===== config.mk =====
export PLATFORM = sky130hd
export DESIGN_NAME = lgps_ctrl
export DESIGN_NICKNAME = d
export VERILOG_FILES = /design/src/hw/rtl/lgps_pkg.sv /design/src/hw/rtl/lgps_ctrl.sv
export SDC_FILE = /design/constraint.sdc
export NUM_CORES = 1
export LEC_CHECK = 0
export BUFFER_PORTS_ARGS = -buffer_cell sky130_fd_sc_hd__buf_2
export CORE_UTILIZATION = 40
export CTS_CLUSTER_DIAMETER = 150
export DETAILED_ROUTE_END_ITERATION = 10
export PLACE_DENSITY_LB_ADDON = 0.1
export RECOVER_POWER = 100
export SYNTH_ARGS = -nofsm -noshare
export SYNTH_HDL_FRONTEND = slang
export SYNTH_SLANG_ARGS = --single-unit

===== constraint.sdc =====
create_clock -name i_clk -period 1.7 [get_ports i_clk]
set_clock_uncertainty 0.2 [all_clocks]
set_input_delay 0.085 -clock i_clk [delete_from_list [all_inputs] [get_ports i_clk]]
set_output_delay 0.085 -clock i_clk [all_outputs]
set_load 0.1 [all_outputs]

===== src/hw/rtl/lgps_pkg.sv =====
// Shared types, constants and the preset gait table for the gait phase scheduler.
// Used by every module under hw/rtl; depends on nothing.
package lgps_pkg;

    localparam int FEET_DEF = 4;

    localparam int NUM_W = 52;
    localparam int DEN_W = 27;
    localparam int CNT_W = 6;
    localparam logic [CNT_W-1:0] N_TR = 6'd52;
    localparam logic [CNT_W-1:0] N_DPH = 6'd45;
    localparam logic [CNT_W-1:0] N_FOOT = 6'd40;

    localparam logic [24:0] ONE24 = 25'd16777216;
    localparam logic [26:0] MASK27 = 27'd134217727;
    localparam logic [26:0] STAND_PERIOD = 27'd10485760;
    localparam logic [26:0] DISABLED_PERIOD = 27'd104857600;
    localparam logic [26:0] PERIOD_TOL = 27'd105;
    localparam logic [24:0] SWITCH_TOL = 25'd1678;
    localparam logic [23:0] HALF24 = 24'd8388608;
    localparam logic [16:0] SUB_ONE = 17'd65536;

    localparam logic [3:0] GAIT_STAND = 4'd0;
    localparam logic [3:0] GAIT_CUSTOM = 4'd14;
    localparam logic [3:0] GAIT_TRANSITION = 4'd15;

    localparam logic [2:0] MODE_FOLLOW = 3'd0;
    localparam logic [2:0] MODE_CHOICE = 3'd1;
    localparam logic [2:0] MODE_OVERRIDE = 3'd2;
    localparam logic [2:0] MODE_FOLLOW_ALT = 3'd3;
    localparam logic [2:0] MODE_NATURAL = 3'd4;

    localparam logic [2:0] REG_MODE = 3'd0;
    localparam logic [2:0] REG_CHOICE = 3'd1;
    localparam logic [2:0] REG_PERIOD = 3'd2;
    localparam logic [2:0] REG_SWITCH = 3'd3;
    localparam logic [2:0] REG_TICK = 3'd4;

    typedef enum logic [3:0] {
        S_IDLE,
        S_MODE,
        S_TR_MUL,
        S_TR_DIV,
        S_TR_WAIT,
        S_TR_END,
        S_POST,
        S_DPH,
        S_DPH_WAIT,
        S_FOOT_MUL,
        S_FOOT_DIV,
        S_FOOT_WAIT,
        S_FOOT_OUT
    } t_state;

    typedef enum logic [1:0] {
        DIV_TR,
        DIV_DPH,
        DIV_FOOT
    } t_div_sel;

    typedef struct packed {
        logic [2:0]  mode;
        logic [3:0]  choice;
        logic [26:0] period;
        logic [24:0] switching;
        logic [20:0] tick;
    } t_cfg;

    typedef struct packed {
        logic     load_req;
        logic     mode_step;
        logic     tr_mul;
        logic     tr_store;
        logic     tr_end;
        logic     post;
        logic     dph_store;
        logic     foot_prep;
        logic     foot_store;
        logic     div_start;
        t_div_sel div_sel;
    } t_cmd;

    typedef struct packed {
        logic tr_needed;
        logic tr_skip;
        logic dph_skip;
        logic foot_skip;
        logic div_done;
        logic out_free;
    } t_sts;

    typedef struct packed {
        logic [26:0]      period;
        logic [23:0]      init;
        logic [24:0]      sw;
        logic             ovr;
        logic [3:0]       en;
        logic [3:0][23:0] off;
    } t_preset;

    function automatic t_preset lgps_preset(input logic [3:0] code);
        t_preset p;
        p.init = 24'd0;
        p.en = 4'b1111;
        p.ovr = 1'b1;
        case (code)
            4'd1: begin
                p.period = 27'd1048576; p.sw = 25'd16777216; p.ovr = 1'b0;
                p.off = {HALF24, HALF24, HALF24, HALF24};
            end
            4'd2: begin
                p.period = 27'd1310720; p.sw = 25'd13421773;
                p.off = {24'd8388608, 24'd12582912, 24'd0, 24'd4194304};
            end
            4'd3: begin
                p.period = 27'd524288; p.sw = 25'd10485760;
                p.off = {24'd12582912, 24'd4194304, 24'd8388608, 24'd0};
            end
            4'd4: begin
                p.period = 27'd524288; p.sw = 25'd10066330;
                p.off = {24'd0, HALF24, HALF24, 24'd0};
            end
            4'd5: begin
                p.period = 27'd524288; p.sw = 25'd8388608;
                p.off = {24'd0, HALF24, HALF24, 24'd0};
            end
            4'd6: begin
                p.period = 27'd419430; p.sw = 25'd6710886;
                p.off = {24'd0, HALF24, HALF24, 24'd0};
            end
            4'd7: begin
                p.period = 27'd367002; p.sw = 25'd8388608; p.init = 24'd4194304;
                p.off = {HALF24, 24'd0, HALF24, 24'd0};
            end
            4'd8: begin
                p.period = 27'd419430; p.sw = 25'd6710886;
                p.off = {HALF24, HALF24, 24'd0, 24'd0};
            end
            4'd9: begin
                p.period = 27'd419430; p.sw = 25'd3355443;
                p.off = {24'd8388608, 24'd5991144, 24'd14379752, 24'd0};
            end
            4'd10: begin
                p.period = 27'd524288; p.sw = 25'd3355443;
                p.off = {24'd8388608, 24'd5991144, 24'd14379752, 24'd0};
            end
            4'd11: begin
                p.period = 27'd524288; p.sw = 25'd8388608;
                p.off = {24'd0, 24'd0, 24'd0, 24'd0};
            end
            4'd12: begin
                p.period = 27'd419430; p.sw = 25'd11173626; p.en = 4'b1110;
                p.off = {24'd5586813, 24'd0, 24'd11173626, 24'd0};
            end
            4'd13: begin
                p.period = 27'd419430; p.sw = 25'd11173626; p.en = 4'b1001;
                p.off = {HALF24, 24'd0, 24'd0, 24'd0};
            end
            default: begin
                p.period = STAND_PERIOD; p.sw = ONE24; p.ovr = 1'b0;
                p.off = {HALF24, HALF24, HALF24, HALF24};
            end
        endcase
        return p;
    endfunction

endpackage


===== src/hw/rtl/lgps_ctrl.sv =====
// Tick sequencer: mode handling, transition rebuild, phase step, per-foot results.
// Depends on lgps_pkg for the state, command and status types.
module lgps_ctrl #(
    parameter int FEET = lgps_pkg::FEET_DEF
) (
    input  logic                        i_clk,
    input  logic                        i_rst_n,
    input  logic                        i_valid,
    output logic                        o_stall,
    input  lgps_pkg::t_sts              i_sts,
    output lgps_pkg::t_cmd              o_cmd,
    output logic [$clog2(FEET+1)-1:0]   o_idx
);
    import lgps_pkg::*;

    localparam int IW = $clog2(FEET + 1);

    t_state r_state, n_state;
    logic [IW-1:0] r_idx, n_idx;
    logic tr_last, foot_last;

    assign tr_last = r_idx == IW'(FEET);
    assign foot_last = r_idx == IW'(FEET - 1);
    assign o_idx = r_idx;
    assign o_stall = r_state != S_IDLE;

    always_ff @(posedge i_clk) begin
        if (!i_rst_n) begin
            r_state <= S_IDLE;
            r_idx <= '0;
        end else begin
            r_state <= n_state;
            r_idx <= n_idx;
        end
    end

    always_comb begin
        n_state = r_state;
        unique case (r_state)
            S_IDLE:      if (i_valid) n_state = S_MODE;
            S_MODE:      n_state = i_sts.tr_needed ? S_TR_MUL : S_POST;
            S_TR_MUL:    n_state = S_TR_DIV;
            S_TR_DIV: begin
                if (i_sts.tr_skip) begin
                    n_state = tr_last ? S_TR_END : S_TR_MUL;
                end else begin
                    n_state = S_TR_WAIT;
                end
            end
            S_TR_WAIT:   if (i_sts.div_done) n_state = tr_last ? S_TR_END : S_TR_MUL;
            S_TR_END:    n_state = S_POST;
            S_POST:      n_state = S_DPH;
            S_DPH:       n_state = i_sts.dph_skip ? S_FOOT_MUL : S_DPH_WAIT;
            S_DPH_WAIT:  if (i_sts.div_done) n_state = S_FOOT_MUL;
            S_FOOT_MUL:  n_state = S_FOOT_DIV;
            S_FOOT_DIV:  n_state = i_sts.foot_skip ? S_FOOT_OUT : S_FOOT_WAIT;
            S_FOOT_WAIT: if (i_sts.div_done) n_state = S_FOOT_OUT;
            S_FOOT_OUT:  if (i_sts.out_free) n_state = foot_last ? S_IDLE : S_FOOT_MUL;
            default:     n_state = S_IDLE;
        endcase
    end

    always_comb begin
        n_idx = r_idx;
        unique case (r_state) inside
            S_MODE, S_POST: n_idx = '0;
            S_TR_DIV:   if (i_sts.tr_skip && !tr_last) n_idx = r_idx + 1'b1;
            S_TR_WAIT:  if (i_sts.div_done && !tr_last) n_idx = r_idx + 1'b1;
            S_FOOT_OUT: if (i_sts.out_free && !foot_last) n_idx = r_idx + 1'b1;
            default: ;
        endcase
    end

    always_comb begin
        o_cmd = '0;
        o_cmd.div_sel = DIV_FOOT;
        unique case (r_state)
            S_IDLE:      o_cmd.load_req = i_valid;
            S_MODE:      o_cmd.mode_step = !i_sts.tr_needed;
            S_TR_MUL:    o_cmd.tr_mul = 1'b1;
            S_TR_DIV: begin
                o_cmd.div_sel = DIV_TR;
                o_cmd.tr_store = i_sts.tr_skip;
                o_cmd.div_start = !i_sts.tr_skip;
            end
            S_TR_WAIT: begin
                o_cmd.div_sel = DIV_TR;
                o_cmd.tr_store = i_sts.div_done;
            end
            S_TR_END:    o_cmd.tr_end = 1'b1;
            S_POST:      o_cmd.post = 1'b1;
            S_DPH: begin
                o_cmd.div_sel = DIV_DPH;
                o_cmd.dph_store = i_sts.dph_skip;
                o_cmd.div_start = !i_sts.dph_skip;
            end
            S_DPH_WAIT: begin
                o_cmd.div_sel = DIV_DPH;
                o_cmd.dph_store = i_sts.div_done;
            end
            S_FOOT_MUL:  o_cmd.foot_prep = 1'b1;
            S_FOOT_DIV:  o_cmd.div_start = !i_sts.foot_skip;
            S_FOOT_WAIT: ;
            S_FOOT_OUT:  o_cmd.foot_store = i_sts.out_free;
            default: ;
        endcase
    end

endmodule


==> results.py, run 1 <==
metrics = {
    "placement": {
        "port_buffers": 24,
        "dp_hpwl_um": 2080,
        "place_ws_ps": -88.6,
        "placed_area_mm2": 0.00141,
        "gp_congestion": 0.874,
        "placed_cells": 167,
    },
    "floorplanning": {
        "die_w_um": 46.1,
        "die_y_um": 46.1,
        "start_util_pct": 44.0,
        "num_rows": 15,
        "io_pins": 25,
    },
    "synthesis": {
        "synth_seq_cells": 7,
        "synth_xor_xnor_area_share_pct": 2.25,
        "synth-async-reset-ratio_pct": 0,
        "synth_cell_types": 45,
        "synth_compound_area_share_pct": 34.5,
        "seq_area_frac_synth_pct": 18.0,
        "synth_flop_cell": "dfxtp_1",
        "synth_edf_count": 0,
        "syn_inst": 104,
        "syn_area_um2": 777,
        "synth_mux_area_share_pct": 2.58,
        "synth_top_family_by_area": "compound AO/OA/AOI/OAI gates",
        "synth-simple-area-share_pct": 28.0,
        "yosysWarningCount": 0,
        "synthAdderAreaFrac_pct": 4.83,
        "synth_area_per_cell_um2": 7.47,
        "syn-num-nets": 116,
    },
    "global_routing": {
        "grt_max_degree": 10,
    },
    "clock_tree": {
        "clockBufferDepth": 2,
        "cts-root-buf": "clkbuf_4",
        "clock-sinks": 7,
        "htreeDepth": 1,
        "cts_inserted_buffers": 3,
    },
    "run_status": {
        "stop_error": "[ERROR DPL-0038] Utilization greater than 100%, impossible to legalize",
        "stop_stage": "5_1_grt",
        "status": "stopped before the end",
    },
    "timing": {
        "grt_repair_worst_endpoint": "o_idx[2]$_SDFFE_PN0P_/D",
        "worstEndpointType": "sequential cell input",
    },
}
logic make-up after synthesis:
logic type,Yosys count
adder cells (fa/ha/maj),3
multiplexers,2
flip-flops,7
XOR/XNOR,2
AND/OR/NAND/NOR,41
AO/OA/AOI/OAI,33
buffers and inverters,16
through the flow:
step           hold slack (ps)  util [%]
2_1_floorplan             87.4         -
3_3_place_gp               223      79.6
3_5_place_dp               234      79.6
4_1_cts                   87.5      93.8
cell usage after synthesis, types with 3 or more instances:
library cell / n / area, um^2
nand2b_1: 6 / 37.5
clkbuf_1: 3 / 11.3
inv_1: 7 / 26.3
buf_2: 4 / 20.0
dfxtp_1: 7 / 140
nand2_1: 10 / 37.5
o22ai_1: 4 / 25.0
o21ai_1: 3 / 15.0
a21oi_1: 4 / 20.0
nand3_1: 3 / 15.0
nor2_1: 8 / 30.0
ha_1: 3 / 37.5
timing repair:
action                                  CTS
gates resized for setup                  30
hold endpoints to repair                  4
buffers inserted                         14
hold buffers                              1
pin swaps                                11
endpoints found under the setup margin   15
==> run 2: changes to the inputs <==
--- a/config.mk
+++ b/config.mk
@@ -6,10 +6,10 @@
 export NUM_CORES = 1
 export LEC_CHECK = 0
 export BUFFER_PORTS_ARGS = -buffer_cell sky130_fd_sc_hd__buf_2
-export CORE_UTILIZATION = 40
-export CTS_CLUSTER_DIAMETER = 150
+export CORE_AREA = 2 2 63 65
 export DETAILED_ROUTE_END_ITERATION = 10
-export PLACE_DENSITY_LB_ADDON = 0.1
+export DIE_AREA = 0 0 65 67
+export PLACE_DENSITY_LB_ADDON = 0.15
 export RECOVER_POWER = 100
 export SYNTH_ARGS = -nofsm -noshare
 export SYNTH_HDL_FRONTEND = slang
==> constraint.sdc (replaced) <==
create_clock -name i_clk -period 2.21 [get_ports i_clk]
set_clock_uncertainty 0.2 [all_clocks]
set_input_delay 0.1105 -clock i_clk [delete_from_list [all_inputs] [get_ports i_clk]]
set_output_delay 0.1105 -clock i_clk [all_outputs]
set_load 0.1 [all_outputs]
==> run 2 against run 1 <==
Compared with the run above:
- the flow now finishes without violations
- synthesized cell count unchanged
- area after synthesis unchanged
==> results.py, run 2 <==
metrics = {
    "cells_and_area": {
        "top_register": "r_state",
        "largest_reg_flops": 4,
        "nNetsFinal": 143,
        "diodes": 0,
        "mostFrequentLayoutCell": "nand2_1",
        "fin_util_pct": 31.5,
        "regArea_um2": 146,
        "area_growth_pct": 46.4,
        "fill_cells": 399,
        "drive_above_1_share_pct": 33.8,
        "fin_area_mm2": 0.00114,
        "mostFrequentLayoutCells": "nand2_1, buf_2, buf_4, inv_1, nor2_1",
        "multi_input_area_um2": 596,
    },
    "timing": {
        "grt_setup_unrepaired": "no",
        "min_period_ps": 2110,
        "hold_viol_final": 0,
        "tightestPinTransition_ps": 1160,
        "setup_viol": 0,
        "fmax_mhz": 474,
        "worst_hold_slack_ps": 21.7,
        "finalCritPeriodShare_pct": 95.4,
        "maxSlewViolCount": 0,
        "fin_ws_ps": 102,
        "relSlewSlack_pct": 22.8,
    },
    "run_status": {
        "status": "finished clean",
    },
    "global_routing": {
        "grt_pass1_vias": 809,
        "grt_pass1_wl_um": 3950,
        "grt_max_degree": 16,
        "grt-ovfl-total": 0,
        "antenna_found_initial": 0,
        "grt.total_usage_pct": 11.5,
    },
    "synthesis": {
        "syn-num-nets": 116,
        "synth_seq_cells": 7,
        "synth_top_area_share_pct": 18.0,
        "ys_top_cells_by_count": "nand2_1, nor2_1, dfxtp_1, inv_1, nand2b_1",
        "synth.most_common_cell": "nand2_1",
        "synth_edf_count": 0,
        "yosysWarningCount": 0,
        "syn_inst": 104,
        "syn_area_um2": 777,
        "synth_largest_area_cell": "dfxtp_1",
        "synth_cell_types": 45,
        "seq_area_frac_synth_pct": 18.0,
        "synthTopCellsByArea": "dfxtp_1, ha_1, nand2_1",
        "synth_flop_cell": "dfxtp_1",
        "synth_area_per_cell_um2": 7.47,
        "synth-async-reset-ratio_pct": 0,
    },
    "min_path": {
        "hold_path_end": "o_idx[0]",
        "holdCritPathClass": "input port to flip-flop",
        "hold_start": "i_rst_n",
        "holdPathStages": 3,
    },
    "pwr": {
        "total_leakage_power_nw": 0.428,
        "power_density_mw_per_mm2": 1050,
        "vdd_drop_max_mv": 0.342,
    },
    "worst_setup_path": {
        "r2r_slack_ps": 170,
        "crit_path_end_kind": "output pin",
        "worstPathRequired_ps": 1900,
        "rr_startpoint": "r_state[0]",
        "critical_path_arrival_ps": 1800,
        "r2r_cells": 5,
        "reg2reg_to": "o_idx[2]",
        "crit_fanout": 10,
        "worstSetupPathType": "flip-flop to output pin",
        "worstSetupStartpointType": "flip-flop",
    },
    "route": {
        "wl_um": 2320,
        "drt_iter0_drc": 28,
        "wl_per_cell_um": 13.1,
        "drc": 0,
        "drt_pass1_iterations": 4,
        "vias": 862,
        "viasPerCell": 4.84,
        "ant_nets": 0,
    },
    "floorplanning": {
        "io_pins": 25,
        "start_util_pct": 21.5,
        "core-area_mm2": 0.00361,
        "die_area_mm2": 0.00436,
        "die_w_um": 65,
        "die_y_um": 67,
        "num_rows": 22,
    },
    "clock_tree": {
        "worstSkewPairLatency_ps": 230,
        "ctsHoldBuffers": 0,
        "clock-sinks": 7,
        "tritoncts": "done",
        "htreeDepth": 1,
        "cts_inserted_buffers": 3,
        "clockBufferDepth": 2,
        "cts.clk_slew.worst_paths_ps": 40,
        "cts-root-buf": "clkbuf_8",
    },
    "placement": {
        "placed_area_mm2": 0.00114,
        "dp_hpwl_um": 1900,
        "gp_congestion": 0.800,
        "port_buffers": 24,
        "place_ws_ps": 275,
    },
    "flow_run": {
        "drv_cap": 0,
    },
}
==> run 2: what timing repair did <==
| action | CTS | global route |
|---|---|---|
| buffers inserted | 0 | 0 |
| endpoints found under the setup margin | 0 | 2 |
| gates resized for setup | 0 | 4 |
==> run 2: area by class of cell <==
type	instances	area share [%]
well taps	48	5.28
clock buffers	4	3.96
inverters	7	2.31
multi-input cells	81	52.4
repair buffers	31	23.2
flip-flops and latches	7	12.9
==> run 2: worst max-delay path: stages (launching register included) <==
cell and delay (ps):
dfxtp_1 390, buf_4 210, or3b_4 430, a21oi_4 210, nor2_1 80, buf_4 240
==> run 2: worst max-delay path by stage <==
| stage | startpoint | endpoint | slack [ps] |
|---|---|---|---|
| 6_report | r_state[0] | o_cmd[1] | 100 |
| 5_1_grt | r_state[0] | o_cmd[1] | 30 |
| 4_1_cts | r_state[0] | o_cmd[1] | 50 |
| 3_3_place_gp | r_state[1] | r_state[2] | 290 |
| 2_1_floorplan | r_state[2] | o_cmd[2] | -310 |
| 3_5_place_dp | r_state[1] | o_idx[2] | 270 |
==> run 2: kinds of logic after synthesis <==
logic type	synth area share (%)
flip-flops	18.0
AO/OA/AOI/OAI	34.5
AND/OR/NAND/NOR	28.0
buffers and inverters	9.82
adder cells (fa/ha/maj)	4.83
XOR/XNOR	2.25
multiplexers	2.58
==> run 2: power by group <==
group / switching (mW) / total (mW) / internal (mW)
clock: 0.0570 / 0.182 / 0.125
combinational: 0.585 / 0.803 / 0.219
sequential: 0.0606 / 0.214 / 0.154
==> run 2: metrics by stage <==
| stage | setup TNS, ps | total power [mW] | instances |
|---|---|---|---|
| 2_1_floorplan | -1090 | 0.902 | 104 |
| 3_3_place_gp | 0 | 1.05 | 174 |
| 3_5_place_dp | 0 | 1.04 | 174 |
| 4_1_cts | 0 | 1.23 | 178 |
| 5_1_grt | 0 | 1.27 | 178 |
| 6_report | 0 | 1.20 | 178 |
==> run 2: layer usage <==
metal | track usage, % | share of wire (%) | up-vias | wire length (um)
li1 | - | - | 434 | -
met4 | 3.99 | 1.1 | 0 | 25
met2 | 17.0 | 44 | 24 | 1030
met1 | 15.9 | 49 | 400 | 1130
met3 | 2.87 | 6.1 | 4 | 142
met5 | 0 | 0 | - | 0
No activity file was read; power rests on OpenSTA's default activity.
==> run 3: changes to the inputs <==
--- a/config.mk
+++ b/config.mk
@@ -5,7 +5,7 @@
 export SDC_FILE = /design/constraint.sdc
 export NUM_CORES = 1
 export LEC_CHECK = 0
-export BUFFER_PORTS_ARGS = -buffer_cell sky130_fd_sc_hd__buf_2
+export BUFFER_PORTS_ARGS = -buffer_cell sky130_fd_sc_hd__buf_4
 export CORE_AREA = 2 2 63 65
 export DETAILED_ROUTE_END_ITERATION = 10
 export DIE_AREA = 0 0 65 67
==> run 3 against run 2 <==
Compared with the run above:
- fmax is 1.1% higher
- first-iteration DRC count fell by 11%
- hold slack worse by 14 ps
- critical path type unchanged
- highest routed layer unchanged
- clock power decreased by 3%
==> results.py, run 3 (synthesis gave the netlist of run 2 again) <==
metrics = {
    "run_status": {
        "status": "finished clean",
    },
    "cells_and_area": {
        "fin_util_pct": 30.0,
        "mostFrequentLayoutCell": "buf_4",
        "drive_above_1_share_pct": 33.8,
        "diodes": 0,
        "regArea_um2": 144,
        "final_cells": 178,
        "area_growth_pct": 39.5,
        "nNetsFinal": 143,
        "largest_reg_flops": 4,
        "multi_input_area_um2": 602,
        "mostFrequentLayoutCells": "buf_4, nand2_1, inv_1",
        "fill_cells": 399,
        "top_register": "r_state",
    },
    "floorplanning": {
        "die_w_um": 65,
        "core-area_mm2": 0.00361,
        "die_area_mm2": 0.00436,
        "die_y_um": 67,
        "io_pins": 25,
        "start_util_pct": 21.5,
        "num_rows": 22,
    },
    "min_path": {
        "holdCritPathClass": "input port to flip-flop",
        "hold_start": "i_rst_n",
    },
    "global_routing": {
        "antenna_found_initial": 0,
        "grt_pass1_wl_um": 3720,
        "grt.total_usage_pct": 11.2,
        "grt_pass1_vias": 799,
        "grt_max_degree": 16,
        "grt-ovfl-total": 0,
    },
    "route": {
        "drt_pass1_iterations": 4,
        "ant_nets": 0,
        "drt_iter0_drc": 25,
        "viasPerCell": 4.80,
        "vias": 854,
        "wl_um": 2280,
        "drc": 0,
        "wl_per_cell_um": 12.8,
    },
    "timing": {
        "grt_setup_unrepaired": "no",
        "finalCritPeriodShare_pct": 94.4,
        "relSlewSlack_pct": 22.6,
        "min_period_ps": 2090,
        "tightestPinTransition_ps": 1170,
        "maxSlewViolCount": 0,
        "setup_viol": 0,
        "finalSetupTns_ps": 0,
        "worst_hold_slack_ps": 7.86,
        "fin_ws_ps": 124,
        "fmax_mhz": 479,
        "hold_viol_final": 0,
    },
    "worst_setup_path": {
        "path_buf_inv": 1,
        "worstPathRequired_ps": 1900,
        "crit_fanout": 15,
        "worstSetupPathType": "flip-flop to output pin",
        "crit_path_end_kind": "output pin",
        "crit_path_start": "r_state[1]",
        "rr_startpoint": "r_state[1]",
        "critical_path_arrival_ps": 1780,
        "worstSetupStartpointType": "flip-flop",
        "critPathTopFamily": "flip-flops",
        "cpPeakStageDelay_ps": 620,
        "crit_slowest_cell": "dfxtp_1",
        "crit_chain": "nand2_1 > nor2_1 > a32o_1 > buf_4",
    },
    "pwr": {
        "power_density_mw_per_mm2": 1110,
        "total_leakage_power_nw": 0.419,
        "vdd_drop_max_mv": 0.435,
    },
    "clock_tree": {
        "clockBufferDepth": 2,
        "post_cts_buffers": 0,
        "clock-sinks": 7,
        "ctsHoldBuffers": 0,
        "cts.clk_slew.worst_paths_ps": 40,
        "postCtsResizedCells": 0,
        "htreeDepth": 1,
        "worstSkewPairLatency_ps": 230,
        "cts-root-buf": "clkbuf_8",
        "cts_inserted_buffers": 3,
        "tritoncts": "done",
    },
    "placement": {
        "dp_hpwl_um": 1850,
        "place_ws_ps": 305,
        "placed_cells": 174,
        "port_buffers": 24,
        "gp_congestion": 0.783,
    },
    "flow_run": {
        "drv_cap": 0,
    },
}
==> run 3: stage by stage <==
step	total power, mW	area [um^2]
after floorplan	0.902	835
after global placement	1.08	1080
after detailed placement	1.07	1080
after CTS	1.26	1120
after global routing	1.28	1080
final	1.20	1080
==> run 3: tightest hold or removal path: stages <==
cell     delay [ps]
buf_4           150
nand2_1          70
o22ai_1          60
==> run 3: routing by layer <==
layer	up-vias	GRT usage, %	part of all wire (%)
li1	437	-	-
met1	391	14.2	49
met2	22	17.7	44
met3	4	3.04	5.9
met4	0	4.79	1.4
met5	-	0	0
==> run 3: path summary, 6_finish.rpt <==
| path | endpoint | slack [ps] | cells past startpoint |
|---|---|---|---|
| max | o_cmd[5] | 120 | 4 |
| min | o_idx[0] | 8 | 3 |
| max reg2reg | o_idx[1] | 240 | 4 |
| min reg2reg | o_idx[2] | 290 | 2 |
==> run 3: cell type report <==
type / instances / share of cell area (%)
Clock buffer: 4 / 4.16
Tap cell: 48 / 5.54
Multi-Input combinational cell: 81 / 55.5
Sequential cell: 7 / 13.3
Timing Repair Buffer: 31 / 19.1
Inverter: 7 / 2.42
==> run 3: where the power goes <==
| group | switching, mW | total (mW) | internal, mW | leakage (nW) |
|---|---|---|---|---|
| logic | 0.582 | 0.809 | 0.227 | 0.337 |
| registers | 0.0641 | 0.215 | 0.151 | 0.0584 |
| clock network | 0.0526 | 0.177 | 0.125 | 0.0228 |
| total | 0.699 | 1.20 | 0.503 | 0.419 |
