--- config.mk ---
export PLATFORM = sky130hd
export DESIGN_NAME = lgps_regs
export DESIGN_NICKNAME = d
export VERILOG_FILES = /design/src/hw/rtl/lgps_pkg.sv /design/src/hw/rtl/lgps_regs.sv
export SDC_FILE = /design/constraint.sdc
export NUM_CORES = 1
export LEC_CHECK = 0
export BUFFER_PORTS_ARGS = -buffer_cell sky130_fd_sc_hd__buf_2
export CORE_MARGIN = 8
export CORE_UTILIZATION = 36
export CTS_BUF_LIST = sky130_fd_sc_hd__clkbuf_2 sky130_fd_sc_hd__clkbuf_4 sky130_fd_sc_hd__clkbuf_8
export DETAILED_ROUTE_END_ITERATION = 10
export PLACE_DENSITY = 0.65
export SYNTH_ARGS = -nofsm -noshare
export SYNTH_HDL_FRONTEND = slang
export SYNTH_SLANG_ARGS = --single-unit
--- constraint.sdc ---
create_clock -name i_clk -period 1.02 [get_ports i_clk]
set_input_delay 0.051 -clock i_clk [delete_from_list [all_inputs] [get_ports i_clk]]
set_output_delay 0.051 -clock i_clk [all_outputs]
set_load 0.005 [all_outputs]
--- src/hw/rtl/lgps_pkg.sv ---
// Shared types, constants and the preset gait table for the gait phase scheduler.
// Used by every module under hw/rtl; depends on nothing.
package lgps_pkg;

    localparam int FEET_DEF = 4;

    localparam int NUM_W = 52;
    localparam int DEN_W = 27;
    localparam int CNT_W = 6;
    localparam logic [CNT_W-1:0] N_TR = 6'd52;
    localparam logic [CNT_W-1:0] N_DPH = 6'd45;
    localparam logic [CNT_W-1:0] N_FOOT = 6'd40;

    localparam logic [24:0] ONE24 = 25'd16777216;
    localparam logic [26:0] MASK27 = 27'd134217727;
    localparam logic [26:0] STAND_PERIOD = 27'd10485760;
    localparam logic [26:0] DISABLED_PERIOD = 27'd104857600;
    localparam logic [26:0] PERIOD_TOL = 27'd105;
    localparam logic [24:0] SWITCH_TOL = 25'd1678;
    localparam logic [23:0] HALF24 = 24'd8388608;
    localparam logic [16:0] SUB_ONE = 17'd65536;

    localparam logic [3:0] GAIT_STAND = 4'd0;
    localparam logic [3:0] GAIT_CUSTOM = 4'd14;
    localparam logic [3:0] GAIT_TRANSITION = 4'd15;

    localparam logic [2:0] MODE_FOLLOW = 3'd0;
    localparam logic [2:0] MODE_CHOICE = 3'd1;
    localparam logic [2:0] MODE_OVERRIDE = 3'd2;
    localparam logic [2:0] MODE_FOLLOW_ALT = 3'd3;
    localparam logic [2:0] MODE_NATURAL = 3'd4;

    localparam logic [2:0] REG_MODE = 3'd0;
    localparam logic [2:0] REG_CHOICE = 3'd1;
    localparam logic [2:0] REG_PERIOD = 3'd2;
    localparam logic [2:0] REG_SWITCH = 3'd3;
    localparam logic [2:0] REG_TICK = 3'd4;

    typedef enum logic [3:0] {
        S_IDLE,
        S_MODE,
        S_TR_MUL,
        S_TR_DIV,
        S_TR_WAIT,
        S_TR_END,
        S_POST,
        S_DPH,
        S_DPH_WAIT,
        S_FOOT_MUL,
        S_FOOT_DIV,
        S_FOOT_WAIT,
        S_FOOT_OUT
    } t_state;

    typedef enum logic [1:0] {
        DIV_TR,
        DIV_DPH,
        DIV_FOOT
    } t_div_sel;

    typedef struct packed {
        logic [2:0]  mode;
        logic [3:0]  choice;
        logic [26:0] period;
        logic [24:0] switching;
        logic [20:0] tick;
    } t_cfg;

    typedef struct packed {
        logic     load_req;
        logic     mode_step;
        logic     tr_mul;
        logic     tr_store;
        logic     tr_end;
        logic     post;
        logic     dph_store;
        logic     foot_prep;
        logic     foot_store;
        logic     div_start;
        t_div_sel div_sel;
    } t_cmd;

    typedef struct packed {
        logic tr_needed;
        logic tr_skip;
        logic dph_skip;
        logic foot_skip;
        logic div_done;
        logic out_free;
    } t_sts;

    typedef struct packed {
        logic [26:0]      period;
        logic [23:0]      init;
        logic [24:0]      sw;
        logic             ovr;
        logic [3:0]       en;
        logic [3:0][23:0] off;
    } t_preset;

    function automatic t_preset lgps_preset(input logic [3:0] code);
        t_preset p;
        p.init = 24'd0;
        p.en = 4'b1111;
        p.ovr = 1'b1;
        case (code)
            4'd1: begin
                p.period = 27'd1048576; p.sw = 25'd16777216; p.ovr = 1'b0;
                p.off = {HALF24, HALF24, HALF24, HALF24};
            end
            4'd2: begin
                p.period = 27'd1310720; p.sw = 25'd13421773;
                p.off = {24'd8388608, 24'd12582912, 24'd0, 24'd4194304};
            end
            4'd3: begin
                p.period = 27'd524288; p.sw = 25'd10485760;
                p.off = {24'd12582912, 24'd4194304, 24'd8388608, 24'd0};
            end
            4'd4: begin
                p.period = 27'd524288; p.sw = 25'd10066330;
                p.off = {24'd0, HALF24, HALF24, 24'd0};
            end
            4'd5: begin
                p.period = 27'd524288; p.sw = 25'd8388608;
                p.off = {24'd0, HALF24, HALF24, 24'd0};
            end
            4'd6: begin
                p.period = 27'd419430; p.sw = 25'd6710886;
                p.off = {24'd0, HALF24, HALF24, 24'd0};
            end
            4'd7: begin
                p.period = 27'd367002; p.sw = 25'd8388608; p.init = 24'd4194304;
                p.off = {HALF24, 24'd0, HALF24, 24'd0};
            end
            4'd8: begin
                p.period = 27'd419430; p.sw = 25'd6710886;
                p.off = {HALF24, HALF24, 24'd0, 24'd0};
            end
            4'd9: begin
                p.period = 27'd419430; p.sw = 25'd3355443;
                p.off = {24'd8388608, 24'd5991144, 24'd14379752, 24'd0};
            end
            4'd10: begin
                p.period = 27'd524288; p.sw = 25'd3355443;
                p.off = {24'd8388608, 24'd5991144, 24'd14379752, 24'd0};
            end
            4'd11: begin
                p.period = 27'd524288; p.sw = 25'd8388608;
                p.off = {24'd0, 24'd0, 24'd0, 24'd0};
            end
            4'd12: begin
                p.period = 27'd419430; p.sw = 25'd11173626; p.en = 4'b1110;
                p.off = {24'd5586813, 24'd0, 24'd11173626, 24'd0};
            end
            4'd13: begin
                p.period = 27'd419430; p.sw = 25'd11173626; p.en = 4'b1001;
                p.off = {HALF24, 24'd0, 24'd0, 24'd0};
            end
            default: begin
                p.period = STAND_PERIOD; p.sw = ONE24; p.ovr = 1'b0;
                p.off = {HALF24, HALF24, HALF24, HALF24};
            end
        endcase
        return p;
    endfunction

endpackage

--- src/hw/rtl/lgps_regs.sv ---
// Configuration register file with APB-style write and read access.
// Depends on lgps_pkg for register indexes and the configuration struct.
module lgps_regs (
    input  logic            i_clk,
    input  logic            i_rst_n,
    input  logic            psel,
    input  logic            penable,
    input  logic            pwrite,
    input  logic [4:0]      paddr,
    input  logic [31:0]     pwdata,
    output logic [31:0]     prdata,
    output logic            pready,
    output lgps_pkg::t_cfg  o_cfg
);
    import lgps_pkg::*;

    t_cfg r_cfg;
    logic wr;

    assign pready = 1'b1;
    assign wr = psel && penable && pwrite;
    assign o_cfg = r_cfg;

    always_ff @(posedge i_clk) begin
        if (!i_rst_n) begin
            r_cfg.mode <= MODE_FOLLOW;
            r_cfg.choice <= GAIT_STAND;
            r_cfg.period <= 27'd524288;
            r_cfg.switching <= 25'd8388608;
            r_cfg.tick <= 21'd2097;
        end else if (wr) begin
            unique case (paddr[4:2])
                REG_MODE:   r_cfg.mode <= pwdata[2:0];
                REG_CHOICE: r_cfg.choice <= pwdata[3:0];
                REG_PERIOD: r_cfg.period <= pwdata[26:0];
                REG_SWITCH: r_cfg.switching <= pwdata[24:0];
                REG_TICK:   r_cfg.tick <= pwdata[20:0];
                default: ;
            endcase
        end
    end

    always_comb begin
        unique case (paddr[4:2])
            REG_MODE:   prdata = {29'd0, r_cfg.mode};
            REG_CHOICE: prdata = {28'd0, r_cfg.choice};
            REG_PERIOD: prdata = {5'd0, r_cfg.period};
            REG_SWITCH: prdata = {7'd0, r_cfg.switching};
            REG_TICK:   prdata = {11'd0, r_cfg.tick};
            default:    prdata = 32'd0;
        endcase
    end

endmodule

Word-level counts from Yosys, hierarchy flattened
Cells that the tools add are included.
{ "word_totals": {"regBits": 80, "input_bits": 42, "out_inout_bits": 113, "wordCells": 18} }
{ "op_classes": {"eq_ne": 4, "muxes": 1, "n_reduce_logical": 8} }
{ "ops": {"columns": ["operator", "n"], "rows": [
  ["$pmux W27 S5", 1],
  ["$reduce_and A2 Y1", 5],
  ["$eq A3 B2 Y1 const B", 2],
  ["$eq A3 B1 Y1 const B", 1],
  ["$eq A3 B3 Y1 const B", 1],
  ["$logic_not A3 Y1", 1],
  ["$logic_and A1 B1 Y1", 2]
]} }

Depth between registers and ports, before layout
Gate-level depths: netlist of run 1.
{ "logic_depth": {"word_depth": 3, "depth_mapped": 5, "depth_no_buf": 3} }

Worst setup path after synthesis of run 1
No wires, ideal clock.
{ "synth_timing": {"path_type": "input to register", "from": "input port paddr[2]", "to": "register r_cfg (netlist bit o_cfg[1])", "setup_time_ns": 0.072, "arrival_ns": 1.016, "required_time_ns": 0.948, "path_slack_ns": -0.067, "cell_stages": 5, "n_path_buf": 2, "cell_sequence": "buf_6 > nand4b_4 > nor3b_4 > buf_6 > mux2i_1"} }
{ "synth_between": {"elab_chain_len": 2} }
{ "synth_rtl": {"columns": ["element", "line_no", "source"], "rows": [
  ["start: declaration", "lgps_regs.sv:9", "input logic [4:0] paddr,"],
  ["$eq A3 B3 Y1", "lgps_regs.sv:32", "unique case (paddr[4:2])"],
  ["$reduce_and A2 Y1 (no line)", null, null],
  ["end: declaration", "lgps_regs.sv:17", "t_cfg r_cfg;"]
]} }
No other way between the ends.
A chain may end at the register's enable or synchronous reset.

Worst setup path after layout of run 1
{ "layout_timing": {"from": "register r_cfg (netlist bit o_cfg[23])", "to": "output port prdata[2]"} }
{ "layout_between": {"elab_chain_len": 1} }
{ "layout_rtl": {"columns": ["element", "line_no", "source"], "rows": [
  ["$pmux W27 S5", "lgps_regs.sv:44", "unique case (paddr[4:2])"],
  ["end: declaration", "lgps_regs.sv:11", "output logic [31:0] prdata,"]
]} }
No other way between the ends.

==> results of run 1 <==
[timing repair]
action                     in CTS  in global routing
resized for setup              83                 12
setup buffers                  29                  9
cloned                          1                  1
hold endpoints to repair       42                  0
pin swaps                       9                  6
hold buffers                   21                  0
setup endpoints to repair      27                 33
[stage by stage]
step                worst slack [ps]  power [mW]  setup TNS [ps]  instances
finish                        -337.3       6.442           -1865        760
global route                  -370.0       6.703           -3779        760
CTS                           -338.2       6.484           -2076        751
detailed placement            -208.7       3.776          -10680        684
global placement              -144.5       3.769           -8872        684
floorplan                     -65.78       3.535           -1871        406
[tightest hold or removal path: stages]
cell and delay, ps:
sky130_fd_sc_hd__buf_2 100, sky130_fd_sc_hd__nand2_1 90, sky130_fd_sc_hd__mux2i_1 70
[cell families (layout without fill, tap and decap cells)]
| group | after synthesis | after routing | synth area share [%] |
|---|---|---|---|
| compound gates | 29 | 29 | 4.325 |
| buf+inv | 37 | 255 | 6.034 |
| flops | 80 | 80 | 42.91 |
| mux | 107 | 107 | 28.73 |
| other cells | 2 | 6 | 0.2012 |
| simple gates | 147 | 147 | 17.80 |
[worst max-delay path by stage]
stage	startpoint	to	slack (ps)	cells after the start
after floorplan	paddr[2]	o_cfg[1]	-70	5
after global placement	paddr[2]	o_cfg[4]	-140	5
after detailed placement	paddr[2]	o_cfg[0]	-210	5
after CTS	o_cfg[79]	prdata[2]	-340	4
after global routing	o_cfg[23]	prdata[2]	-370	4
final	o_cfg[23]	prdata[2]	-340	4
[synthesized netlist by cell type (2+ instances only)]
cell type                  number  area share (%)
sky130_fd_sc_hd__nor2b_1        8             1.3
sky130_fd_sc_hd__mux2i_1      106              28
sky130_fd_sc_hd__buf_6          7             2.1
sky130_fd_sc_hd__o21ai_0       24             3.2
sky130_fd_sc_hd__inv_1          2            0.20
sky130_fd_sc_hd__buf_4          7             1.4
sky130_fd_sc_hd__o311ai_0       2            0.47
sky130_fd_sc_hd__clkbuf_1      15             1.5
sky130_fd_sc_hd__o21a_1         2            0.40
sky130_fd_sc_hd__conb_1         2            0.20
sky130_fd_sc_hd__nor2_1         5            0.50
sky130_fd_sc_hd__buf_2          6            0.80
sky130_fd_sc_hd__dfxtp_1       80              43
sky130_fd_sc_hd__nand2_1      120              12
sky130_fd_sc_hd__nand3b_1       2            0.40
sky130_fd_sc_hd__nor3b_1        2            0.40
[power groups by stage]
| stage | Sequential [mW] | Clock (mW) | Combinational, mW |
|---|---|---|---|
| finish | 3.16 | 2.62 | 0.662 |
| detailed placement | 3.24 | 0 | 0.541 |
| global placement | 3.23 | 0 | 0.535 |
| floorplan | 3.23 | 0 | 0.300 |
| CTS | 3.16 | 2.68 | 0.648 |
| global route | 3.16 | 2.82 | 0.718 |
[layout make-up]
type,count,share of cell area (%)
timing repair buffer,237,28.99
tap,136,2.998
clock buffer,11,2.557
sequential,80,29.41
multi-input combinational,289,34.50
inverter,2,0.1323
clock inverter,5,1.411
[cell usage in the layout (no fill, tap or decap), drive strengths merged]
master	n
a211o	1
buf	214
bufinv	2
clkbuf	13
clkinv	1
clkinvlp	2
conb	6
dfxtp	80
dlygate4sd3	21
inv	2
mux2	1
mux2i	106
nand2	120
nand2b	1
nand3b	2
nand4	1
nand4b	1
nor2	7
nor2b	8
nor3	2
nor3b	4
o21a	2
o21ai	24
o311ai	2
or3	1
[routing by layer]
layer | track usage [%] | up-vias | wire (um)
met5 | 0 | - | 0
met4 | 4.804 | 0 | 200
met3 | 5.612 | 18 | 691
met2 | 29.62 | 115 | 5963
met1 | 19.12 | 1730 | 5187
li1 | - | 1773 | -
==> Flow_metrics.wiki, run 1 <==
{| class="wikitable"
! Metric !! Value
|-
| Power per standard cell area || 1135 nW/um^2
|-
| Number of flip-flops under the largest register name || 80
|-
| TritonCTS sink count || 80
|-
| Crit path max fanout || 2
|-
| Family with the most delay on the worst path || flip-flops
|-
| Final instance area || 5675 sq um
|-
| Clock latency reported for the late side of the worst-skew pair || 350 ps
|-
| Reg2Reg Capture Point || o_cfg[44]
|-
| Setup repair after global routing missed its margin || yes
|-
| FF-to-FF setup slack || 230 ps
|-
| Initial cell density of the core || 36.65%
|-
| Boundary Pins || 155
|-
| Fin nets || 661
|-
| Share of power burned in the clock network || 40.7%
|-
| Slowest-stage cell, CP || sky130_fd_sc_hd__dfxtp_1
|-
| Number of max-cap violations || 0
|-
| RD Place Congestion || 0.7441
|-
| Full die area || 13,880 sq um
|-
| Upper clock frequency limit || 736.8 MHz
|-
| Layout overhead on the synthesized area || 52.06%
|-
| Post-layout worst setup margin || -337.3 ps
|-
| Worst Path Buf+Inv || 1
|-
| Setup crit end kind || output port
|-
| Clock transition at path regs || 80 ps
|-
| Clock tree from TritonCTS || yes
|-
| Hold wc startpoint || pwdata[13]
|-
| Crit path launch type || flop
|-
| Maximum vdd ir drop || 0.0008500 V
|-
| Average size of a mapped cell || 9.284 sq um
|-
| Fin Clk Skew || 0 ps
|-
| Min Hold Slack || 10.39 ps
|-
| Min-Delay Endpoint || o_cfg[34]
|-
| Fill cell instance count of the final layout || 944
|-
| Number of antenna cells inserted || 0
|-
| Startpoint-to-endpoint class of the critical path || reg2out
|-
| Post-synth EDFFs || 0
|-
| Die X-Extent || 117.8 um
|-
| Synthesized instance count || 402
|-
| Die height || 117.8 um
|-
| Total of endpoints with negative setup slack in the final report || 24
|-
| Relative contribution of combinational cells to total power || 10.3%
|-
| Final-report hold violation count || 0
|-
| Cell Int Power || 4.939 mW
|-
| Total GRT Usage || 16.91%
|-
| GR Overflow Total || 0
|-
| Seq/Total Area, Yosys || 42.91%
|-
| Clk Tree Root Cell || sky130_fd_sc_hd__clkbuf_8
|-
| Number of buffers on the longest clock path || 2
|-
| Vias in the first global route || 3,891
|-
| DRC violation count after routing || 0
|-
| Wire length per cell after detailed routing || 15.85 um
|-
| Port Buf Inserts || 141
|-
| Worst Reg-to-Reg Cells || 3
|-
| Core box area || 10,180 sq um
|-
| WP data required || 970 ps
|-
| Final Util || 55.72%
|-
| Data arrival time of the worst path || 1310 ps
|-
| Total CTS buffers || 9
|-
| Maximum cell stage delay along the critical path || 320 ps
|-
| Reg-to-Reg Start || o_cfg[44]
|-
| Sequential share of power || 49.1%
|-
| Leakage || 2.622 nW
|-
| Remaining antenna violation count || 0
|-
| First-pass detailed-route iteration total || 4
|-
| First-pass GRT wire length || 19,320 um
|-
| Critical Path, Cell by Cell || mux2i_1 -> nor2_1 -> a211o_1 -> buf_2
|-
| Initial detailed-routing violation count || 166
|-
| Distinct cell type count of the synthesized netlist || 28
|-
| Post-Syn Area || 3732 sq um
|-
| Routed WL || 12,040 um
|-
| Worst hold path stage count || 3
|-
| Std-Cell Rows || 37
|-
| Max H-tree Level || 3
|-
| Top FF cell, synth || sky130_fd_sc_hd__dfxtp_1
|-
| Fraction of layout instances using a drive strength above 1 || 47.92%
|-
| Number of synthesized register bits || 80
|-
| Failing checks || negative setup slack
|-
| Area of the multi-input gates || 1958 sq um
|-
| Number of antenna violations at the first check in global routing || 0
|-
| Share of flip-flops with an asynchronous set or reset after synthesis || 0%
|-
| Warning count from the yosys run || 0
|-
| Post-route clock period utilization || 133.1%
|-
| Per-cell via count in the routed design || 4.784
|-
| Shortest period the worst path allows || 1357 ps
|-
| Number of vias in the routed layout || 3,636
|-
| Status || finished, violations left
|-
| Switching pwr || 1.503 mW
|-
| Maximum number of pins on one net before global-route repair || 53
|-
| Worst hold path type || in2reg
|-
| FF+latch area || 1669 sq um
|-
| Slew Viols, Final || 0
|-
| Dpl cell area || 4783 sq um
|-
| Placed wire-length estimate || 8199 um
|-
| Net switching fraction of the power || 23.34%
|}
Note: power is estimated with default switching activity, not from simulation.
==> inputs of run 2 (changes only) <==
--- a/config.mk
+++ b/config.mk
@@ -5,12 +5,12 @@
 export SDC_FILE = /design/constraint.sdc
 export NUM_CORES = 1
 export LEC_CHECK = 0
+export ABC_AREA = 1
 export BUFFER_PORTS_ARGS = -buffer_cell sky130_fd_sc_hd__buf_2
 export CORE_MARGIN = 8
 export CORE_UTILIZATION = 36
 export CTS_BUF_LIST = sky130_fd_sc_hd__clkbuf_2 sky130_fd_sc_hd__clkbuf_4 sky130_fd_sc_hd__clkbuf_8
 export DETAILED_ROUTE_END_ITERATION = 10
-export PLACE_DENSITY = 0.65
 export SYNTH_ARGS = -nofsm -noshare
 export SYNTH_HDL_FRONTEND = slang
 export SYNTH_SLANG_ARGS = --single-unit
==> run 2 against run 1 <==
The run still ends with negative setup slack left. Power down 3.1%. Non-clock buffer count decreased by 18. Final cell count grew 24%. Clock skew unchanged. Largest cell class unchanged.
==> Flow_metrics.wiki, run 2 <==
{| class="wikitable"
! Metric !! Value
|-
| Initial cell density of the core || 36.97%
|-
| Dominant cell by count in the synthesized netlist || sky130_fd_sc_hd__nand2_1
|-
| TritonCTS sink count || 80
|-
| Average size of a mapped cell || 6.256 sq um
|-
| Maximum number of pins on one net before global-route repair || 50
|-
| Distinct cell type count of the synthesized netlist || 19
|-
| Std-Cell Rows || 37
|-
| Share of flip-flops with an asynchronous set or reset after synthesis || 0%
|-
| Final-report hold violation count || 0
|-
| Hold wc startpoint || pwdata[24]
|-
| Fin Clk Skew || 0 ps
|-
| Failing checks || negative setup slack
|-
| Share of the synthesized netlist area taken by xor and xnor gates || 0%
|-
| Final Util || 58.05%
|-
| Reg2Reg Capture Point || o_cfg[75]
|-
| Port Buf Inserts || 141
|-
| Net switching fraction of the power || 27.21%
|-
| Status || finished, violations left
|-
| Number of synthesized register bits || 80
|-
| Post-layout worst setup margin || -172.3 ps
|-
| Initial detailed-routing violation count || 181
|-
| Maximum cell stage delay along the critical path || 330 ps
|-
| Number of vias in the routed layout || 4,453
|-
| Slew Viols, Final || 0
|-
| Largest cells by area after synthesis || sky130_fd_sc_hd__dfxtp_1 (42%), sky130_fd_sc_hd__nand2_1 (19%), sky130_fd_sc_hd__nor2_1 (16%)
|-
| Die height || 119.0 um
|-
| First-pass detailed-route iteration total || 5
|-
| Core box area || 10,320 sq um
|-
| Worst setup slack before clock tree synthesis || -118.3 ps
|-
| Number of antenna cells inserted || 0
|-
| Setup TNS || -574.9 ps
|-
| RD Place Congestion || 0.8088
|-
| Number of flip-flops under the largest register name || 80
|-
| Seq/Total Area, Yosys || 41.97%
|-
| DRC violation count after routing || 0
|-
| Area share of fa/ha/maj cells after synthesis || 0%
|-
| Library cell occupying the most area in the post-synthesis netlist || sky130_fd_sc_hd__dfxtp_1
|-
| Clk Tree Root Cell || sky130_fd_sc_hd__clkbuf_8
|-
| Fraction of post-synthesis cell area in the top cell type by area || 41.97%
|-
| First-pass GRT wire length || 21,820 um
|-
| Fin nets || 844
|-
| Die X-Extent || 119.0 um
|-
| Fraction of synthesized area in multiplexers || 0%
|-
| Number of buffers on the longest clock path || 2
|-
| Vias in the first global route || 4,338
|-
| Family with the most delay on the worst path || simple AND/OR/NAND/NOR gates
|-
| Switching pwr || 1.699 mW
|-
| Stages on the worst setup path || 5
|-
| Crit path launch type || flop
|-
| Library cell appearing most often on the critical path || sky130_fd_sc_hd__nand2_1
|-
| Slowest-stage cell, CP || sky130_fd_sc_hd__dfxtp_2
|-
| Boundary Pins || 155
|-
| Worst Path Buf+Inv || 1
|-
| Worst hold path type || in2reg
|-
| Relative contribution of combinational cells to total power || 14.1%
|-
| Total Power Consumption || 6.243 mW
|-
| Number of antenna violations at the first check in global routing || 0
|-
| Setup crit end kind || output port
|-
| Post-route clock period utilization || 116.9%
|-
| Post-synth EDFFs || 0
|-
| Most frequent cells in the layout || sky130_fd_sc_hd__nand2_1 (157), sky130_fd_sc_hd__nor2_1 (155), sky130_fd_sc_hd__buf_2 (129)
|-
| Crit path max fanout || 3
|-
| Clock transition at path regs || 90 ps
|-
| Share of power burned in the clock network || 34.7%
|-
| Synth Area in Compound Gates || 0.2623%
|-
| Shortest period the worst path allows || 1192 ps
|-
| Worst Reg-to-Reg Cells || 3
|-
| Clock latency reported for the late side of the worst-skew pair || 350 ps
|-
| FF-to-FF setup slack || 280 ps
|-
| Per-cell via count in the routed design || 4.722
|-
| Cell Int Power || 4.544 mW
|-
| Max H-tree Level || 3
|-
| Top FF cell, synth || sky130_fd_sc_hd__dfxtp_1
|-
| Reg-to-Reg Start || o_cfg[75]
|-
| Most common library cell in the layout ignoring fill and taps || sky130_fd_sc_hd__nand2_1
|-
| Fraction of layout instances using a drive strength above 1 || 45.11%
|-
| Largest family of logic cells by synthesized area || simple AND/OR/NAND/NOR gates
|-
| GR Overflow Total || 0
|-
| Clock tree from TritonCTS || yes
|-
| Placed wire-length estimate || 9107 um
|-
| Synthesized instance count || 610
|-
| Routed WL || 13,870 um
|-
| Basic-gate share of the synthesized area counting and, or, nand and nor cells || 48.16%
|-
| Total CTS buffers || 9
|-
| Sequential share of power || 51.2%
|-
| Power per standard cell area || 1042 nW/um^2
|-
| Warning count from the yosys run || 0
|-
| Worst hold path stage count || 5
|-
| Min-Delay Endpoint || o_cfg[45]
|-
| Layout overhead on the synthesized area || 57.05%
|-
| Wire length per cell after detailed routing || 14.71 um
|-
| Upper clock frequency limit || 838.7 MHz
|-
| Startpoint-to-endpoint class of the critical path || reg2out
|-
| Number of max-cap violations || 0
|-
| Remaining antenna violation count || 0
|-
| Post-Syn Area || 3816 sq um
|-
| WP data required || 970 ps
|-
| Total GRT Usage || 18.61%
|-
| Total of endpoints with negative setup slack in the final report || 10
|-
| Data arrival time of the worst path || 1140 ps
|-
| Most instantiated cells after synthesis || sky130_fd_sc_hd__nand2_1 (195), sky130_fd_sc_hd__nor2_1 (159), sky130_fd_sc_hd__nand3_1 (81)
|-
| Maximum vdd ir drop || 0.0004845 V
|-
| Setup repair after global routing missed its margin || yes
|-
| Min Hold Slack || 12.57 ps
|-
| Critical Path, Cell by Cell || nand4_1 -> nand2_1 -> nor2_2 -> nand2_1 -> buf_2
|-
| Leakage || 3.131 nW
|-
| Full die area || 14,150 sq um
|}
[run 2: per-layer routing]
metal	part of all wire [%]	routed length, um	GRT usage [%]
met1	42	5786	21.46
met2	51	7072	33.20
met3	6.2	854	3.921
met4	1.2	161	6.798
met5	0	0	0
[run 2: layout make-up]
cell class	instances	area (sq um)
inverter	36	160.2
tap	136	170.2
timing repair buffer	219	1699
multi-input combinational	456	2090
clock inverter	5	32.53
clock buffer	11	145.1
sequential	80	1697
fill	983	4330
[run 2: worst max path at each step]
stage / startpoint / endpoint
global route: o_cfg[22] / prdata[1]
finish: o_cfg[22] / prdata[1]
floorplan: paddr[3] / o_cfg[60]
global placement: paddr[3] / prdata[14]
detailed placement: paddr[3] / prdata[14]
CTS: o_cfg[75] / prdata[2]
[run 2: power groups by stage]
stage / combinational (mW) / sequential, mW / clock, mW
global route: 0.963 / 3.20 / 2.36
CTS: 0.814 / 3.20 / 2.20
floorplan: 0.365 / 3.27 / 0
global placement: 0.658 / 3.27 / 0
detailed placement: 0.669 / 3.27 / 0
finish: 0.882 / 3.19 / 2.17
[run 2: logic make-up after synthesis]
family                 Yosys count
buffers and inverters           78
and+or+nand+nor                448
DFF                             80
other                            2
AOI/OAI and AO/OA                2
[run 2: worst register-to-register path, delay by kind of cell (launching register included)]
kind                   cells  cell delay, ps
DFF                        1             330
and+or+nand+nor            2             180
buffers and inverters      1             130
[run 2: through the flow]
stage               instances  area (sq um)
floorplan                 614          3831
global placement          884          4886
detailed placement        884          4886
CTS                       928          5602
global route              943          5993
finish                    943          5993
[run 2: what timing repair did]
item / in CTS / in global routing
gates cloned: 5 / 1
setup endpoints to repair: 25 / 32
endpoints found under the hold margin: 7 / 0
buffers inserted: 17 / 15
hold buffers: 7 / 0
pin swaps: 18 / 39
resized for setup: 85 / 90
